File: src/rtl/dsp_pkg.sv
// Shared types, unit tables and lookup functions for the duration string parser.
package dsp_pkg;

	localparam int MAX_UNIT_LETTERS_DEF = 4;
	localparam int MUL_W                = 42;
	localparam int NUM_KEYS             = 15;

	typedef enum logic [1:0] {
		PH_BETWEEN = 2'd0,
		PH_NUMBER  = 2'd1,
		PH_UNIT    = 2'd2,
		PH_ERROR   = 2'd3
	} phase_t;

	typedef enum logic [2:0] {
		U_NS   = 3'd0,
		U_US   = 3'd1,
		U_MS   = 3'd2,
		U_SEC  = 3'd3,
		U_MIN  = 3'd4,
		U_HOUR = 3'd5,
		U_DAY  = 3'd6,
		U_WEEK = 3'd7
	} unit_t;

	typedef enum logic [1:0] {
		BASE_NS  = 2'd0,
		BASE_US  = 2'd1,
		BASE_MS  = 2'd2,
		BASE_SEC = 2'd3
	} base_t;

	// Event leaving the parse stage: one token add and/or the string end.
	typedef struct packed {
		logic             term;
		logic             ok;
		logic [63:0]      num;
		logic [MUL_W-1:0] mul;
	} evt_t;

	// Partial products of num * mul, modulo 2^64.
	typedef struct packed {
		logic        term;
		logic        ok;
		logic [63:0] p_ll;
		logic [31:0] p_x1;
		logic [31:0] p_x2;
	} part_t;

	typedef struct packed {
		logic        term;
		logic        ok;
		logic [63:0] prod;
	} prod_t;

	typedef struct packed {
		logic  hit;
		unit_t unit;
	} lookup_t;

	// Unit words, first letter in the low byte.
	localparam logic [31:0] KEY_WORD [NUM_KEYS] = '{
		32'h0000_736E, 32'h0000_7375, 32'h0000_736D,
		32'h0000_0073, 32'h0063_6573,
		32'h0000_006D, 32'h006E_696D,
		32'h0000_0068, 32'h0000_7268, 32'h7275_6F68,
		32'h0000_0064, 32'h0079_6164,
		32'h0000_0077, 32'h0000_6B77, 32'h6B65_6577
	};

	localparam logic [2:0] KEY_LEN [NUM_KEYS] = '{
		3'd2, 3'd2, 3'd2,
		3'd1, 3'd3,
		3'd1, 3'd3,
		3'd1, 3'd2, 3'd4,
		3'd1, 3'd3,
		3'd1, 3'd2, 3'd4
	};

	localparam unit_t KEY_UNIT [NUM_KEYS] = '{
		U_NS, U_US, U_MS,
		U_SEC, U_SEC,
		U_MIN, U_MIN,
		U_HOUR, U_HOUR, U_HOUR,
		U_DAY, U_DAY,
		U_WEEK, U_WEEK, U_WEEK
	};

	function automatic lookup_t unit_lookup(input logic [31:0] word, input logic [3:0] count);
		lookup_t     r;
		logic [31:0] mask;
		r = '0;
		for (int i = 0; i < NUM_KEYS; i++) begin
			mask = '0;
			for (int j = 0; j < 4; j++) begin
				if (j < int'(KEY_LEN[i])) begin
					mask[j*8 +: 8] = 8'hFF;
				end
			end
			if ({1'b0, KEY_LEN[i]} == count && ((word ^ KEY_WORD[i]) & mask) == 32'h0) begin
				r.hit  = 1'b1;
				r.unit = KEY_UNIT[i];
			end
		end
		return r;
	endfunction

	// Multiplier of a unit in the table of a base; zero where the unit is absent.
	function automatic logic [MUL_W-1:0] unit_mul(input base_t base, input unit_t unit);
		logic [MUL_W-1:0] m;
		m = '0;
		case (base)
			BASE_NS: begin
				case (unit)
					U_NS:    m = MUL_W'(64'd1);
					U_US:    m = MUL_W'(64'd1000);
					U_MS:    m = MUL_W'(64'd1000000);
					U_SEC:   m = MUL_W'(64'd1000000000);
					U_MIN:   m = MUL_W'(64'd60000000000);
					U_HOUR:  m = MUL_W'(64'd3600000000000);
					default: m = '0;
				endcase
			end
			BASE_US: begin
				case (unit)
					U_US:    m = MUL_W'(64'd1);
					U_MS:    m = MUL_W'(64'd1000);
					U_SEC:   m = MUL_W'(64'd1000000);
					U_MIN:   m = MUL_W'(64'd60000000);
					U_HOUR:  m = MUL_W'(64'd3600000000);
					U_DAY:   m = MUL_W'(64'd86400000000);
					default: m = '0;
				endcase
			end
			BASE_MS: begin
				case (unit)
					U_MS:    m = MUL_W'(64'd1);
					U_SEC:   m = MUL_W'(64'd1000);
					U_MIN:   m = MUL_W'(64'd60000);
					U_HOUR:  m = MUL_W'(64'd3600000);
					U_DAY:   m = MUL_W'(64'd86400000);
					U_WEEK:  m = MUL_W'(64'd604800000);
					default: m = '0;
				endcase
			end
			BASE_SEC: begin
				case (unit)
					U_SEC:   m = MUL_W'(64'd1);
					U_MIN:   m = MUL_W'(64'd60);
					U_HOUR:  m = MUL_W'(64'd3600);
					U_DAY:   m = MUL_W'(64'd86400);
					U_WEEK:  m = MUL_W'(64'd604800);
					default: m = '0;
				endcase
			end
			default: m = '0;
		endcase
		return m;
	endfunction

endpackage

File: src/rtl/dsp_mul.sv
// Two-stage multiplier: 32-bit partial products, then their sum modulo 2^64.
module dsp_mul (
	input  logic           clk,
	input  logic           arst_n,
	input  logic           evt_v,
	input  dsp_pkg::evt_t  evt,
	output logic           in_free,
	output logic           prod_v,
	output dsp_pkg::prod_t prod,
	input  logic           prod_take
);
	import dsp_pkg::*;

	localparam int MUL_HI_W = MUL_W - 32;

	logic        vld_s2, vld_s3;
	part_t       part_s2;
	prod_t       prod_s3;
	part_t       part_c;
	prod_t       prod_c;
	logic        s2_free, s3_free;
	logic [31:0] a_lo, a_hi, m_lo;
	logic [63:0] x1_full, x2_full;

	assign s3_free = !vld_s3 || prod_take;
	assign s2_free = !vld_s2 || s3_free;
	assign in_free = s2_free;

	assign a_lo    = evt.num[31:0];
	assign a_hi    = evt.num[63:32];
	assign m_lo    = evt.mul[31:0];
	assign x1_full = {32'h0, a_hi} * {32'h0, m_lo};
	assign x2_full = {32'h0, a_lo} * {{(64 - MUL_HI_W){1'b0}}, evt.mul[MUL_W-1:32]};

	always_comb begin
		part_c.term = evt.term;
		part_c.ok   = evt.ok;
		part_c.p_ll = {32'h0, a_lo} * {32'h0, m_lo};
		part_c.p_x1 = x1_full[31:0];
		part_c.p_x2 = x2_full[31:0];
	end

	always_comb begin
		prod_c.term = part_s2.term;
		prod_c.ok   = part_s2.ok;
		prod_c.prod = part_s2.p_ll + {part_s2.p_x1 + part_s2.p_x2, 32'h0};
	end

	always_ff @(posedge clk or negedge arst_n) begin
		if (!arst_n) begin
			vld_s2 <= 1'b0;
			vld_s3 <= 1'b0;
		end else begin
			if (s2_free) begin
				vld_s2 <= evt_v;
			end
			if (s3_free) begin
				vld_s3 <= vld_s2;
			end
		end
	end

	always_ff @(posedge clk) begin
		if (s2_free) begin
			part_s2 <= part_c;
		end
		if (s3_free) begin
			prod_s3 <= prod_c;
		end
	end

	assign prod_v = vld_s3;
	assign prod   = prod_s3;

endmodule

File: config.mk
export PLATFORM = sky130hd
export DESIGN_NAME = dsp_mul
export DESIGN_NICKNAME = d
export VERILOG_FILES = /design/src/rtl/dsp_pkg.sv /design/src/rtl/dsp_mul.sv
export SDC_FILE = /design/constraint.sdc
export NUM_CORES = 2
export LEC_CHECK = 0
export ABC_AREA = 0
export BUFFER_PORTS_ARGS = -buffer_cell sky130_fd_sc_hd__buf_2
export CAP_MARGIN = 20
export CORE_ASPECT_RATIO = 0.75
export CORE_UTILIZATION = 45
export CTS_CLUSTER_DIAMETER = 80
export DETAILED_ROUTE_END_ITERATION = 6
export PLACE_DENSITY = 0.62
export REMOVE_ABC_BUFFERS = 1
export SYNTH_ARGS = -nofsm -noshare
export SYNTH_HDL_FRONTEND = slang
export SYNTH_SLANG_ARGS = --single-unit
File: constraint.sdc
create_clock -name clk -period 6.35 [get_ports clk]
set_clock_uncertainty 0.05 [all_clocks]
set_input_delay 1.27 -clock clk [delete_from_list [all_inputs] [get_ports clk]]
set_output_delay 1.27 -clock clk [all_outputs]
set_load 0.05 [all_outputs]
; Yosys cells after proc, flatten, opt, wreduce, memory -nomap -nowiden
; Index checks and enable logic that the tools add are counted.
[word_totals]
out_inout_bits = 68
wordCells = 19
reg_bits = 198
[op_classes]
n_reduce_logical = 4
addsub = 2
n_mul = 3
[op_table]
columns = op, n
row1 = 64-bit adder, 1
row2 = 32-bit by 32-bit multiplier with 64-bit output, 1
row3 = 32-bit adder, 1
row4 = 32-bit by 10-bit multiplier with 32-bit output, 1
row5 = 32-bit by 32-bit multiplier with 32-bit output, 1
row6 = 1-bit logical NOT, 2
row7 = 1-bit logical OR, 2

; Depth between registers and ports, before layout
[depth]
ltp_word = 3
ltp_mapped = 31
ltp_nobuf = 28

; Worst setup path before layout
; OpenSTA, ideal clock, no wires.
[synth_timing]
path_kind = input to register
from = in evt[8] in the netlist's numbering
to = reg part_s2[120] in the netlist's numbering, data pin
arrival_time_ps = 8415
slack_ps = -2250
path_stages = 30
path_buffers = 3
cell_sequence = clkbuf_1 > clkbuf_1 > nand2_1 > fa_1 > inv_1 > fa_1 > inv_1 > fa_1 > inv_1 > fa_1 > inv_1 > fa_1 > inv_1 > fa_1 > inv_1 > fa_1 > fa_1 > inv_1 > ha_1 > buf_2 > a21oi_1 > o21ai_0 > a21o_1 > a21oi_1 > nand2_1 > o31ai_4 > a2111oi_4 > o21ba_1 > or4_1 > nand3_1
[synth_lines]
columns = item, line_no
row1 = start: declaration, dsp_mul.sv:6  ; input dsp_pkg::evt_t evt,
row2 = end signal: assignment, dsp_mul.sv:65  ; part_s2 <= part_c;
row3 = end: declaration, dsp_mul.sv:17  ; part_t part_s2;

==> summary.log <==
qor: sta.unrepaired_setup_endpoints_after_global_routing true
qor: cells_and_area.nNetsFinal 9792
qor: sta.fin_crit_sh 127%
qor: clocking.clock_insertion_delay_worst_skew 0.53 ns
qor: synth.synthCells 7010
qor: sta.worst_slack_setup_final -1.72 ns
qor: clocking.numClockSinks 198
qor: cells_and_area.area_delta_synth_final 19.0%
qor: grt.largest_net_degree_at_the_start_of_global_routing 132
qor: sta.achievable-frequency 124 MHz
qor: worst_setup_path.crit_top_cell fa_1
qor: synth.yosysWarnings 0
qor: sta.timing.final.setup_violations 83
qor: routing.totalWireLength 199000 um
qor: worst_setup_path.worst-r2r-cell-count 22
qor: synth.async_reset_ff_share 1.01%
qor: placement.port-buffer-count 179
qor: routing.drt_pre_antenna_iters 6
qor: sta.period_needed 8.07 ns
qor: sta.finalHoldViolCount 0
qor: worst_setup_path.critical_path_cell_count 27
qor: worst_setup_path.timing.critical_path.fanout_max 6
qor: sta.maxSlewViolCount 0
qor: synth.post_synth_fa_ha_maj_area_fraction 55.3%
qor: grt.globalRouteTotalUtil 27.4%
qor: grt.first_global_vias 52308
qor: grt.grt_first_pass_wirelength 308000 um
qor: worst_setup_path.crit_required 6.56 ns
qor: min_path.min_delay_path_depth 0
qor: placement.hpwlAfterDp 166000 um
qor: placement.dpl.cell_count 9488
qor: synth.synth_top_family_by_area adder cells
qor: floorplanning.core.rowCount 121
qor: routing.via_count 49605
qor: worst_setup_path.crit_path_start_kind primary input
qor: grt.antenna_found_initial 6
qor: routing.post_drt_wl_per_cell 20.7 um
qor: routing.detail_route.vias_per_cell 5.17
qor: synth.synth-simple-area-share 16.6%
qor: grt.grt-ovfl-total 0
qor: clocking.numCtsBuffers 17
qor: cells_and_area.multiInputGateArea 0.0546 mm^2
qor: routing.route.detailed.drc 0
qor: worst_setup_path.critical-path-top-delay-family adder cells
qor: cells_and_area.fillerInstances 12933
qor: worst_setup_path.critPathBufInv 7
qor: clocking.cts.clk_slew.worst_paths 0.08 ns
qor: worst_setup_path.critPathArrivalTime 8.29 ns
qor: placement.gp_congestion 0.977
qor: run_status.violated_checks setup timing
qor: cells_and_area.fin_area 0.0782 mm^2
qor: sta.relSlewSlack 37.8%
qor: cells_and_area.layout-drive-gt1-share 18.1%
qor: cells_and_area.stdcell_count 9603
qor: synth.yosys_register_bits 198
qor: floorplanning.floorplan.initialDensity 45.3%
qor: flow_run.max_cap_violations 0
qor: worst_setup_path.critical-path-slowest-cell fa_1
qor: routing.final_antenna_net_count 0
qor: routing.detail_route.iter0.violations 3196
qor: synth.yosys-mux-area-fraction 0%
qor: floorplanning.die_area 0.147 mm^2
qor: sta.fin_setup_tns -89.59 ns
qor: clocking.tritoncts built
qor: floorplanning.die_w 443 um
qor: cells_and_area.seqCellArea 0.00594 mm^2
qor: synth.synth_enable_flop_cells 196
qor: clocking.clock_path_buffers 2
qor: floorplanning.fp.dieH 333 um
qor: worst_setup_path.timing.setup.critical_path_class primary input to flip-flop
qor: run_status.status complete, but fails checks
qor: synth.yosys_most_used_dff edfxtp_1
qor: clocking.clk_root_buffer_cell clkbuf_16
qor: sta.worst-slew-pin-transition 0.934 ns
qor: synth.synth_compound_area_share 4.86%
qor: synth.ys_types 75
qor: min_path.min_path_type flip-flop to flip-flop
qor: floorplanning.floorplan.core_area 0.145 mm^2
qor: synth.syn_avg_cell_area 9.37 um^2
qor: synth.post_synth_xor_area_fraction 3.28%
qor: worst_setup_path.timing.critical_path.slowest_cell_delay 0.55 ns
qor: synth.ys_seq_area_share 9.04%
qor: worst_setup_path.crit_path_end_kind flip-flop
qor: placement.placedInstanceArea 0.0737 mm^2
qor: sta.fin_hold_ws 0.369 ns
qor: clocking.h-tree-depth 4
qor: synth.post_synth_instance_area 0.0657 mm^2
qor: clocking.post_cts_hold_buffer_count 0
qor: floorplanning.ioPinCount 180
-- worst paths after layout --
path | start | to | slack [ns]
setup / recovery | evt[55] | part_s2[127] | -1.72
hold / removal | part_s2[74] | prod[10] | 0.37
setup reg to reg | part_s2[32] | prod[63] | 0.30
hold reg to reg | part_s2[74] | prod[10] | 0.37
max in group asynchronous | arst_n | vld_s2 | 5.69
min in group asynchronous | arst_n | prod_v | 0.47
-- worst reg2reg max path: cells and delay by family (launching register included) --
kind                     cells  cell delay (ns)
flip-flops                   1             0.40
XOR/XNOR                     1             0.09
adder cells (fa/ha/maj)      3             1.09
AO/OA/AOI/OAI               15             3.74
AND/OR/NAND/NOR              3             0.42
-- layout make-up --
cell class / instances / share of cell area (%)
repair buffers: 1030 / 11.3
diodes: 2 / 0.00640
well taps: 1906 / 3.05
clock inverters: 15 / 0.270
clock buffers: 17 / 0.544
flip-flops and latches: 198 / 7.59
inverters: 1541 / 7.40
multi-input cells: 4894 / 69.8
-- layer usage --
metal	global-route usage [%]	vias to the layer above	wire length (um)
met3	6.78	248	17700
met2	42.0	1689	88500
met1	38.3	25637	86100
met4	8.11	4	6870
li1	-	22027	-
met5	0	-	15
-- sequential cells by signal, indices dropped and copies added, names as in the netlist --
signal	count
vld_s2	1
part_s2	130
prod_v	1
prod	66
-- what timing repair did --
action                     4_1_cts  5_1_grt
gates cloned                    11        6
resized for setup              362      278
setup buffers                   52       43
setup endpoints to repair       88       91
pin swaps                      143      179
-- layout by cell type, fill, tap and decap left out, drive strengths merged, types with 22 or more instances in the layout --
cell type and n:
nor3 29, and2 944, nor2 74, buf 1019, xnor2 183, a211oi 22
ha 494, nand3 33, a21o 85, o21bai 26, inv 1547, nand4 22
clkbuf 23, fa 1504, xor2 63, nand2 984, o21ai 74, nand2b 27
a21oi 161, edfxtp 196
-- cell usage after synthesis (4+ instances only) --
library cell / count / share of area, %
clkbuf_1: 373 / 2.1
nor4_1: 8 / 0.076
nand3_1: 33 / 0.25
nand2_1: 984 / 5.6
o21ai_1: 5 / 0.038
and3_1: 8 / 0.076
nor2b_1: 19 / 0.18
xnor2_1: 183 / 2.4
a21oi_1: 158 / 1.2
a211oi_1: 18 / 0.21
o21a_1: 20 / 0.23
nand2b_1: 27 / 0.26
nor2_1: 74 / 0.42
and2_1: 944 / 9.0
o21ai_0: 69 / 0.53
a41oi_1: 4 / 0.053
nand4_1: 22 / 0.21
ha_1: 494 / 9.4
nor3_1: 28 / 0.21
a221oi_1: 7 / 0.093
xor2_1: 63 / 0.84
o211ai_1: 9 / 0.10
inv_1: 1541 / 8.8
edfxtp_1: 196 / 9.0
o31ai_1: 5 / 0.057
or4_1: 4 / 0.046
o21bai_1: 26 / 0.30
a31oi_1: 16 / 0.15
a21boi_0: 7 / 0.080
o2111ai_1: 4 / 0.053
fa_1: 1504 / 46
a21o_1: 83 / 0.95
or3_1: 8 / 0.076
-- kinds of logic after synthesis --
group                    count (synthesis)
AO/OA/AOI/OAI                          478
AND/OR/NAND/NOR                       2172
flip-flops                             198
buffers and inverters                 1918
adder cells (fa/ha/maj)               1998
XOR/XNOR                               246
-- metrics by stage --
step	setup slack (ns)	utilization [%]
2_1_floorplan	-1.71	-
4_1_cts	-1.60	52.9
5_1_grt	-1.90	53.9
3_3_place_gp	-2.81	50.8
3_5_place_dp	-2.87	50.8
6_report	-1.72	53.9
Power is left out: the tool's default activity adds up to more than one toggle a clock period on the data nets, which glitch-free logic cannot reach.
