**config.mk**
```make
export PLATFORM = sky130hd
export DESIGN_NAME = dsp_parse
export DESIGN_NICKNAME = d
export VERILOG_FILES = /design/src/rtl/dsp_pkg.sv /design/src/rtl/dsp_parse.sv
export SDC_FILE = /design/constraint.sdc
export NUM_CORES = 1
export LEC_CHECK = 0
export ABC_AREA = 1
export ABC_CLOCK_PERIOD_IN_PS = 5820
export BUFFER_PORTS_ARGS = -buffer_cell sky130_fd_sc_hd__clkbuf_2
export CAP_MARGIN = 10
export CORE_ASPECT_RATIO = 1.4
export CORE_UTILIZATION = 33
export DETAILED_ROUTE_END_ITERATION = 10
export GPL_TIMING_DRIVEN = 0
export PLACE_DENSITY = 0.48
export REMOVE_ABC_BUFFERS = 1
export SLEW_MARGIN = 20
export SYNTH_ARGS = -nofsm -noshare
export SYNTH_HDL_FRONTEND = slang
export SYNTH_SLANG_ARGS = --single-unit
```
**constraint.sdc**
```tcl
create_clock -name clk -period 5.82 [get_ports clk]
set_input_delay 0.582 -clock clk [delete_from_list [all_inputs] [get_ports clk]]
set_output_delay 0.582 -clock clk [all_outputs]
set_load 0.1 [all_outputs]
```
**src/rtl/dsp_pkg.sv**
```systemverilog
// Shared types, unit tables and lookup functions for the duration string parser.
package dsp_pkg;

	localparam int MAX_UNIT_LETTERS_DEF = 4;
	localparam int MUL_W                = 42;
	localparam int NUM_KEYS             = 15;

	typedef enum logic [1:0] {
		PH_BETWEEN = 2'd0,
		PH_NUMBER  = 2'd1,
		PH_UNIT    = 2'd2,
		PH_ERROR   = 2'd3
	} phase_t;

	typedef enum logic [2:0] {
		U_NS   = 3'd0,
		U_US   = 3'd1,
		U_MS   = 3'd2,
		U_SEC  = 3'd3,
		U_MIN  = 3'd4,
		U_HOUR = 3'd5,
		U_DAY  = 3'd6,
		U_WEEK = 3'd7
	} unit_t;

	typedef enum logic [1:0] {
		BASE_NS  = 2'd0,
		BASE_US  = 2'd1,
		BASE_MS  = 2'd2,
		BASE_SEC = 2'd3
	} base_t;

	// Event leaving the parse stage: one token add and/or the string end.
	typedef struct packed {
		logic             term;
		logic             ok;
		logic [63:0]      num;
		logic [MUL_W-1:0] mul;
	} evt_t;

	// Partial products of num * mul, modulo 2^64.
	typedef struct packed {
		logic        term;
		logic        ok;
		logic [63:0] p_ll;
		logic [31:0] p_x1;
		logic [31:0] p_x2;
	} part_t;

	typedef struct packed {
		logic        term;
		logic        ok;
		logic [63:0] prod;
	} prod_t;

	typedef struct packed {
		logic  hit;
		unit_t unit;
	} lookup_t;

	// Unit words, first letter in the low byte.
	localparam logic [31:0] KEY_WORD [NUM_KEYS] = '{
		32'h0000_736E, 32'h0000_7375, 32'h0000_736D,
		32'h0000_0073, 32'h0063_6573,
		32'h0000_006D, 32'h006E_696D,
		32'h0000_0068, 32'h0000_7268, 32'h7275_6F68,
		32'h0000_0064, 32'h0079_6164,
		32'h0000_0077, 32'h0000_6B77, 32'h6B65_6577
	};

	localparam logic [2:0] KEY_LEN [NUM_KEYS] = '{
		3'd2, 3'd2, 3'd2,
		3'd1, 3'd3,
		3'd1, 3'd3,
		3'd1, 3'd2, 3'd4,
		3'd1, 3'd3,
		3'd1, 3'd2, 3'd4
	};

	localparam unit_t KEY_UNIT [NUM_KEYS] = '{
		U_NS, U_US, U_MS,
		U_SEC, U_SEC,
		U_MIN, U_MIN,
		U_HOUR, U_HOUR, U_HOUR,
		U_DAY, U_DAY,
		U_WEEK, U_WEEK, U_WEEK
	};

	function automatic lookup_t unit_lookup(input logic [31:0] word, input logic [3:0] count);
		lookup_t     r;
		logic [31:0] mask;
		r = '0;
		for (int i = 0; i < NUM_KEYS; i++) begin
			mask = '0;
			for (int j = 0; j < 4; j++) begin
				if (j < int'(KEY_LEN[i])) begin
					mask[j*8 +: 8] = 8'hFF;
				end
			end
			if ({1'b0, KEY_LEN[i]} == count && ((word ^ KEY_WORD[i]) & mask) == 32'h0) begin
				r.hit  = 1'b1;
				r.unit = KEY_UNIT[i];
			end
		end
		return r;
	endfunction

	// Multiplier of a unit in the table of a base; zero where the unit is absent.
	function automatic logic [MUL_W-1:0] unit_mul(input base_t base, input unit_t unit);
		logic [MUL_W-1:0] m;
		m = '0;
		case (base)
			BASE_NS: begin
				case (unit)
					U_NS:    m = MUL_W'(64'd1);
					U_US:    m = MUL_W'(64'd1000);
					U_MS:    m = MUL_W'(64'd1000000);
					U_SEC:   m = MUL_W'(64'd1000000000);
					U_MIN:   m = MUL_W'(64'd60000000000);
					U_HOUR:  m = MUL_W'(64'd3600000000000);
					default: m = '0;
				endcase
			end
			BASE_US: begin
				case (unit)
					U_US:    m = MUL_W'(64'd1);
					U_MS:    m = MUL_W'(64'd1000);
					U_SEC:   m = MUL_W'(64'd1000000);
					U_MIN:   m = MUL_W'(64'd60000000);
					U_HOUR:  m = MUL_W'(64'd3600000000);
					U_DAY:   m = MUL_W'(64'd86400000000);
					default: m = '0;
				endcase
			end
			BASE_MS: begin
				case (unit)
					U_MS:    m = MUL_W'(64'd1);
					U_SEC:   m = MUL_W'(64'd1000);
					U_MIN:   m = MUL_W'(64'd60000);
					U_HOUR:  m = MUL_W'(64'd3600000);
					U_DAY:   m = MUL_W'(64'd86400000);
					U_WEEK:  m = MUL_W'(64'd604800000);
					default: m = '0;
				endcase
			end
			BASE_SEC: begin
				case (unit)
					U_SEC:   m = MUL_W'(64'd1);
					U_MIN:   m = MUL_W'(64'd60);
					U_HOUR:  m = MUL_W'(64'd3600);
					U_DAY:   m = MUL_W'(64'd86400);
					U_WEEK:  m = MUL_W'(64'd604800);
					default: m = '0;
				endcase
			end
			default: m = '0;
		endcase
		return m;
	endfunction

endpackage

```
**src/rtl/dsp_parse.sv**
```systemverilog
// Character parse stage: token state machine, digit accumulator and unit lookup.
module dsp_parse #(
	parameter int MAX_UNIT_LETTERS = dsp_pkg::MAX_UNIT_LETTERS_DEF
) (
	input  logic           clk,
	input  logic           arst_n,
	input  dsp_pkg::base_t base_unit,
	input  logic           in_valid,
	output logic           in_stall,
	input  logic [7:0]     ch,
	output logic           evt_v,
	output dsp_pkg::evt_t  evt,
	input  logic           next_free
);
	import dsp_pkg::*;

	localparam int CNT_W = $clog2(MAX_UNIT_LETTERS + 1);
	localparam int IDX_W = $clog2(MAX_UNIT_LETTERS);

	phase_t           phase_q, phase_d;
	logic [63:0]      acc_q, acc_d;
	logic [7:0]       letters_q [MAX_UNIT_LETTERS];
	logic [7:0]       letters_d [MAX_UNIT_LETTERS];
	logic [CNT_W-1:0] count_q, count_d;
	logic             too_long_q, too_long_d;
	logic             any_q, any_d;

	logic             vld_s1;
	evt_t             evt_s1;
	logic             s1_free;
	logic             accept;
	logic             is_digit, is_letter, is_space, is_term;
	logic [3:0]       dval;
	logic [67:0]      acc_wide;
	logic [63:0]      acc_next;
	lookup_t          lk;
	logic [MUL_W-1:0] mul_v;
	logic             fin_ok;
	logic             add_en;
	logic             term_ok;
	logic             emit;
	evt_t             evt_c;

	assign s1_free  = !vld_s1 || next_free;
	assign accept   = in_valid && s1_free;
	assign in_stall = !s1_free;

	assign is_term   = (ch == 8'h00);
	assign is_digit  = ch inside {[8'h30:8'h39]};
	assign is_letter = ch inside {[8'h41:8'h5A], [8'h61:8'h7A]};
	assign is_space  = ch inside {8'h20, [8'h09:8'h0D]};
	assign dval      = ch[3:0];

	// times ten plus digit, saturating at all ones
	assign acc_wide = ({4'h0, acc_q} << 3) + ({4'h0, acc_q} << 1) + 68'(dval);
	assign acc_next = (acc_wide[67:64] != 4'h0) ? '1 : acc_wide[63:0];

	assign lk     = unit_lookup({letters_q[3], letters_q[2], letters_q[1], letters_q[0]},
		4'(count_q));
	assign mul_v  = unit_mul(base_unit, lk.unit);
	assign fin_ok = !too_long_q && lk.hit && (mul_v != '0);

	// next parse state
	always_comb begin
		phase_d    = phase_q;
		acc_d      = acc_q;
		letters_d  = letters_q;
		count_d    = count_q;
		too_long_d = too_long_q;
		any_d      = any_q;
		if (accept) begin
			if (is_term) begin
				phase_d    = PH_BETWEEN;
				acc_d      = '0;
				count_d    = '0;
				too_long_d = 1'b0;
				any_d      = 1'b0;
			end else begin
				case (phase_q)
					PH_BETWEEN: begin
						if (is_space) begin
							phase_d = PH_BETWEEN;
						end else if (is_digit) begin
							acc_d   = 64'(dval);
							phase_d = PH_NUMBER;
						end else begin
							phase_d = PH_ERROR;
						end
					end
					PH_NUMBER: begin
						if (is_digit) begin
							acc_d = acc_next;
						end else if (is_letter) begin
							letters_d[0] = ch;
							count_d      = CNT_W'(1);
							too_long_d   = 1'b0;
							phase_d      = PH_UNIT;
						end else begin
							phase_d = PH_ERROR;
						end
					end
					PH_UNIT: begin
						if (is_letter) begin
							if (count_q < CNT_W'(MAX_UNIT_LETTERS)) begin
								letters_d[count_q[IDX_W-1:0]] = ch;
								count_d = count_q + CNT_W'(1);
							end else begin
								too_long_d = 1'b1;
							end
						end else if (fin_ok) begin
							any_d = 1'b1;
							acc_d = '0;
							if (is_space) begin
								phase_d = PH_BETWEEN;
							end else if (is_digit) begin
								acc_d   = 64'(dval);
								phase_d = PH_NUMBER;
							end else begin
								phase_d = PH_ERROR;
							end
						end else begin
							phase_d = PH_ERROR;
						end
					end
					default: phase_d = phase_q;
				endcase
			end
		end
	end

	// event for the multiply stages
	always_comb begin
		add_en  = 1'b0;
		term_ok = 1'b0;
		case (phase_q)
			PH_UNIT: begin
				add_en  = is_term || !is_letter ? fin_ok : 1'b0;
				term_ok = fin_ok;
			end
			PH_BETWEEN: term_ok = any_q;
			default: begin
				add_en  = 1'b0;
				term_ok = 1'b0;
			end
		endcase
		emit      = accept && (add_en || is_term);
		evt_c.term = is_term;
		evt_c.ok   = term_ok;
		evt_c.num  = add_en ? acc_q : '0;
		evt_c.mul  = add_en ? mul_v : '0;
	end

	always_ff @(posedge clk or negedge arst_n) begin
		if (!arst_n) begin
			phase_q    <= PH_BETWEEN;
			acc_q      <= '0;
			count_q    <= '0;
			too_long_q <= 1'b0;
			any_q      <= 1'b0;
			vld_s1     <= 1'b0;
		end else begin
			phase_q    <= phase_d;
			acc_q      <= acc_d;
			count_q    <= count_d;
			too_long_q <= too_long_d;
			any_q      <= any_d;
			if (s1_free) begin
				vld_s1 <= emit;
			end
		end
	end

	always_ff @(posedge clk) begin
		letters_q <= letters_d;
		if (s1_free) begin
			evt_s1 <= evt_c;
		end
	end

	assign evt_v = vld_s1;
	assign evt   = evt_s1;

endmodule

```
Word-level counts from Yosys, hierarchy flattened --
Cells that the tools add are included.
Storage, ports and cells: input bits 14, register bits after elaboration 212, logic and storage cells 208, output and inout port bits 110
Cells by class: muxes and demuxes 65, bitwise gates (word level) 17, equal/unequal tests 32, reductions and logical operators 66, order comparisons 11, add/sub/neg operators 3
Operators by type and width (number):
- zero test 32 bit | 15
- 2-to-1 mux 64 bit | 7
- one-hot mux 42 bit (6 select lines) | 1
- one-hot mux 37 bit (6 select lines) | 1
- one-hot mux 64 bit (3 select lines) | 1
- one-hot mux 30 bit (6 select lines) | 1
- one-hot mux 42 bit (4 select lines) | 1
- one-hot mux 20 bit (5 select lines) | 1
- adder 67 x 65 -> 68 bit | 1
- adder 68 x 4 -> 68 bit | 1
- 2-to-1 mux 4 bit | 17
- 2-to-1 mux 32 bit | 2
- nonzero test 42 bit | 1
- bitwise mux 32 bit | 1
- inequality test 3 bit, second input constant | 10
- inverter 10 bit | 3
- logical AND 1 bit | 24
- 2-to-1 mux 8 bit | 3
- inverter 11 bit | 2
- inverter 19 bit | 1
- inverter 18 bit | 1
- demux 8 bit (select 2 bit) | 1
- >= comparator 8 x 7 -> 1 bit, second input constant | 2
- <= comparator 8 x 7 -> 1 bit, second input constant | 2
- 46 further kinds | 94

Depth between registers and ports, before layout --
depth in word-level cells 27, depth in mapped cells 25, depth with buffers taken out 23

Worst setup path before layout --
Ideal clock, no wire load.
path kind flip-flop to output port, start register vld_s1 (netlist: evt_v), end output port in_stall, required time 5.238 ns, arrival time 4.394 ns, buffers on the path 0, cell stages (with the launch flop) 3, slack 0.844 ns, cell sequence dfrtp_1 nand2_1 inv_1
On the way: longest elaborated chain between the ends 3
RTL lines:
- start: declaration | RTL line dsp_parse.sv:28 | logic vld_s1;
- start signal: assignment | RTL line dsp_parse.sv:168 | vld_s1 <= emit;
- zero test 1 bit | RTL line dsp_parse.sv:44 | assign s1_free = !vld_s1 || next_free;
- logical OR 1 bit | RTL line dsp_parse.sv:44
- zero test 1 bit | RTL line dsp_parse.sv:46 | assign in_stall = !s1_free;
- end: declaration | RTL line dsp_parse.sv:9 | output logic in_stall,
No other way between the ends.

Worst setup path after layout --
start register acc_q[0], end register acc_q[58]
On the way: longest elaborated chain between the ends 7
RTL lines:
- start: declaration | RTL line dsp_parse.sv:21 | logic [63:0] acc_q, acc_d;
- start signal: assignment | RTL line dsp_parse.sv:156 | acc_q <= '0;
- start signal: assignment | RTL line dsp_parse.sv:163 | acc_q <= acc_d;
- adder 67 x 65 -> 68 bit (*) | RTL line dsp_parse.sv:55 | assign acc_wide = ({4'h0, acc_q} << 3) + ({4'h0, acc_q} << 1) + 68'(dval);
- adder 68 x 4 -> 68 bit (*) | RTL line dsp_parse.sv:55
- nonzero test 4 bit | RTL line dsp_parse.sv:56 | assign acc_next = (acc_wide[67:64] != 4'h0) ? '1 : acc_wide[63:0];
- 2-to-1 mux 64 bit (*) | RTL line dsp_parse.sv:56
- 2-to-1 mux 64 bit (*) | RTL line dsp_parse.sv:91 | if (is_digit) begin
- one-hot mux 64 bit (3 select lines) (*) | RTL line dsp_parse.sv:79 | case (phase_q)
- 2-to-1 mux 64 bit (*) | RTL line dsp_parse.sv:72 | if (is_term) begin
Every way passes the cells marked *; elsewhere a longest branch is shown, timed or not. The select of a mux whose other input is x is not followed. A chain may end at the register's enable or synchronous reset.

==> flow_summary.toml <==
[routing]
dr.pass1.iters = 5
vias_per_cell = 4.98
num_vias = 12976
wl_per_cell_um = 16.7
drtAntennaViolNets = 0
route.detailed.drc = 0
routed_wl_um = 43400
drt_iter0_drc = 522

[sta]
fin_crit_sh_pct = 78.8
fin_skew_ps = 10.4
hold_viol = 0
slew_violations = 0
tightest_slew_ps = 1020
holdWs_ps = 11.7
setup_ws_ps = 1230
maxSlewHeadroom_pct = 31.6
setup_violations = 0
finalCriticalPeriod_ps = 4590
fmax_mhz = 218
rsz0062_at_grt = "false"

[setup_path]
crit_top_cell = "nand2_1"
crit_fanout = 34
slowest_stage = "fa_1"
r2r_slack_ps = 1230
end_kind = "flop"
critPathKind = "flop to flop"
crit_arrival_ps = 4970
crit_chain = "fa_1, fa_1, nand2_1, a21oi_2, a21oi_1, o21ai_1, nand2_1, nand2_1, nand3_1, nand3_1, nand2_1, nor2_1, nand2_2, buf_12, o21ai_0, o21ai_0"
start_kind = "flop"
max_stage_delay_ps = 600
cp.required_ps = 6200

[floorplan]
die_y_um = 253
die_w_um = 181
coreArea_um2 = 44300
ios = 124
rows = 91
initial_core_util_pct = 33.6
dieArea_um2 = 45900

[cells_and_area]
syn_to_final_growth_pct = 13.2
utilization_pct = 38.0
drive_gt1_share_pct = 10.8
final-seq-area_um2 = 5770
multi_input_area_um2 = 7910
fillers = 4695
layout.nets = 2185
antennaDiodeCount = 0

[power]
ir_drop_mv = 0.187
power_density_nw_per_um2 = 241
leakage_nw = 7.96
power.total_mw = 4.06

[logic_synthesis]
synth_ff_type = "edfxtp_1"
synth.area.top_cells = "edfxtp_1 27%, dfrtp_1 12%, ha_1 11%"
synth.avg_cell_area_um2 = 7.73
synthTopCellsByCount = "354 x nand2_1, 313 x nor2_1, 246 x inv_1"
synth_seq_cells = 204
synth.cell_area_um2 = 14900
synthArstFlopShare_pct = 35.3
post-synth-top-area-cell = "edfxtp_1"
ys_types = 49
yosys_warnings = 0
synth.most_common_cell = "nand2_1"
synthCells = 1923
yosysSeqAreaShare_pct = 38.8
synth_top_cell_area_share_pct = 26.7
synth-edff-count = 132

[global_routing]
antenna_found_initial = 0
grt_pass1_vias = 13391
grt_overflow = 0
grt_pass1_wl_um = 70400
grt_max_degree = 125
grt_usage_pct = 19.3

[place]
hpwl_um = 35000
place.gp.congestion = 0.916
pre_cts_ws_ps = 789
portBuffers = 120

[clock_tree]
clockBufferDepth = 3
ctsResizeCount = 0
cts_htree_levels = 1
clkSlewWorstSetupHoldPaths_ps = 60
clock_latency_ps = 530
clock-sinks = 204
post-cts-setup-buffer-count = 0
cts_tree = "yes"
cts.hold.buffers_added = 0
cts_root_buf = "clkbuf_16"
cts_buffers = 23

[job]
max_cap_viol_count = 0

[outcome]
outcome = "complete, no violations"

[min_path]
hp-class = "input pin to async pin"
==> state kept, by name, indices dropped and copies added (netlist names) <==
| name | flops |
|---|---|
| too_long_q | 1 |
| evt_v | 1 |
| letters_q | 32 |
| evt | 100 |
| phase_q | 2 |
| acc_q | 64 |
| any_q | 1 |
| count_q | 3 |
==> cells in the final DEF (no fill, tap or decap), drive strengths merged, types with 15 or more instances in the layout <==
master and n:
edfxtp 132, nand2 378, dfrtp 72, xor2 43, nor3 19, nand3 70
xnor2 15, ha 135, a21oi 128, clkbuf 148, nand4 19, o21ai 199
inv 253, a31oi 16, nor2 322
==> worst max-delay path, delay by kind of cell, from the launching register on <==
family / cells / cell delay [ps]
AO/OA/AOI/OAI: 5 / 1270
adder cells (fa/ha/maj): 2 / 830
buffers and inverters: 1 / 290
flip-flops: 1 / 440
AND/OR/NAND/NOR: 8 / 1570
==> cell type report <==
| class | instances | share of cell area (%) |
|---|---|---|
| Multi-Input combinational cell | 1420 | 47.0 |
| Sequential cell | 204 | 34.3 |
| Inverter | 255 | 5.69 |
| Timing Repair Buffer | 130 | 4.54 |
| Tap cell | 558 | 4.15 |
| Clock buffer | 28 | 3.65 |
| Clock inverter | 13 | 0.677 |
==> per-stage QoR <==
| step | cells | instance area, um^2 | setup TNS (ps) |
|---|---|---|---|
| finish | 2608 | 16800 | 0 |
| global route | 2608 | 16800 | 0 |
| CTS | 2608 | 16800 | 0 |
| detailed placement | 2567 | 16100 | 0 |
| global placement | 2557 | 15900 | -85880 |
| floorplan | 1879 | 14600 | 0 |
==> power breakdown <==
part	switching, mW	total (mW)	internal [mW]	leakage, nW
combinational	0.676	0.969	0.292	5.09
sequential	0.0581	1.65	1.59	2.51
clock	0.602	1.44	0.834	0.353
total	1.34	4.06	2.72	7.96
==> cell families (layout without fill, tap and decap cells) <==
group / after synthesis / after routing / synth area share (%)
other: 1 / 3 / 0.0252
xor gates and xnor gates: 58 / 58 / 3.42
DFF: 204 / 204 / 38.8
adders and majority gates: 137 / 137 / 11.6
and+or+nand+nor: 827 / 827 / 23.2
buffers and inverters: 301 / 426 / 8.29
AOI/OAI and AO/OA: 394 / 394 / 14.6
muxes: 1 / 1 / 0.0757
==> metal layers <==
layer  share of wire (%)  routed length, um  track usage, %
met1                  41              17700            21.4
met2                  53              22800            36.9
met3                 2.9               1270            1.75
met4                 3.9               1710            8.45
met5                   0                  0               0
==> worst paths after layout <==
kind | start | end | cells after the start
worst max-delay path | acc_q[0] | acc_q[58] | 16
min in group clk | ch[6] | letters_q[14] | 1
max in group asynchronous | arst_n | acc_q[47] | 2
worst min register to register | phase_q[0] | phase_q[0] | 2
worst max register to register | acc_q[0] | acc_q[58] | 16
worst min-delay path | arst_n | acc_q[17] | 1
No activity file was read; power rests on OpenSTA's default activity.
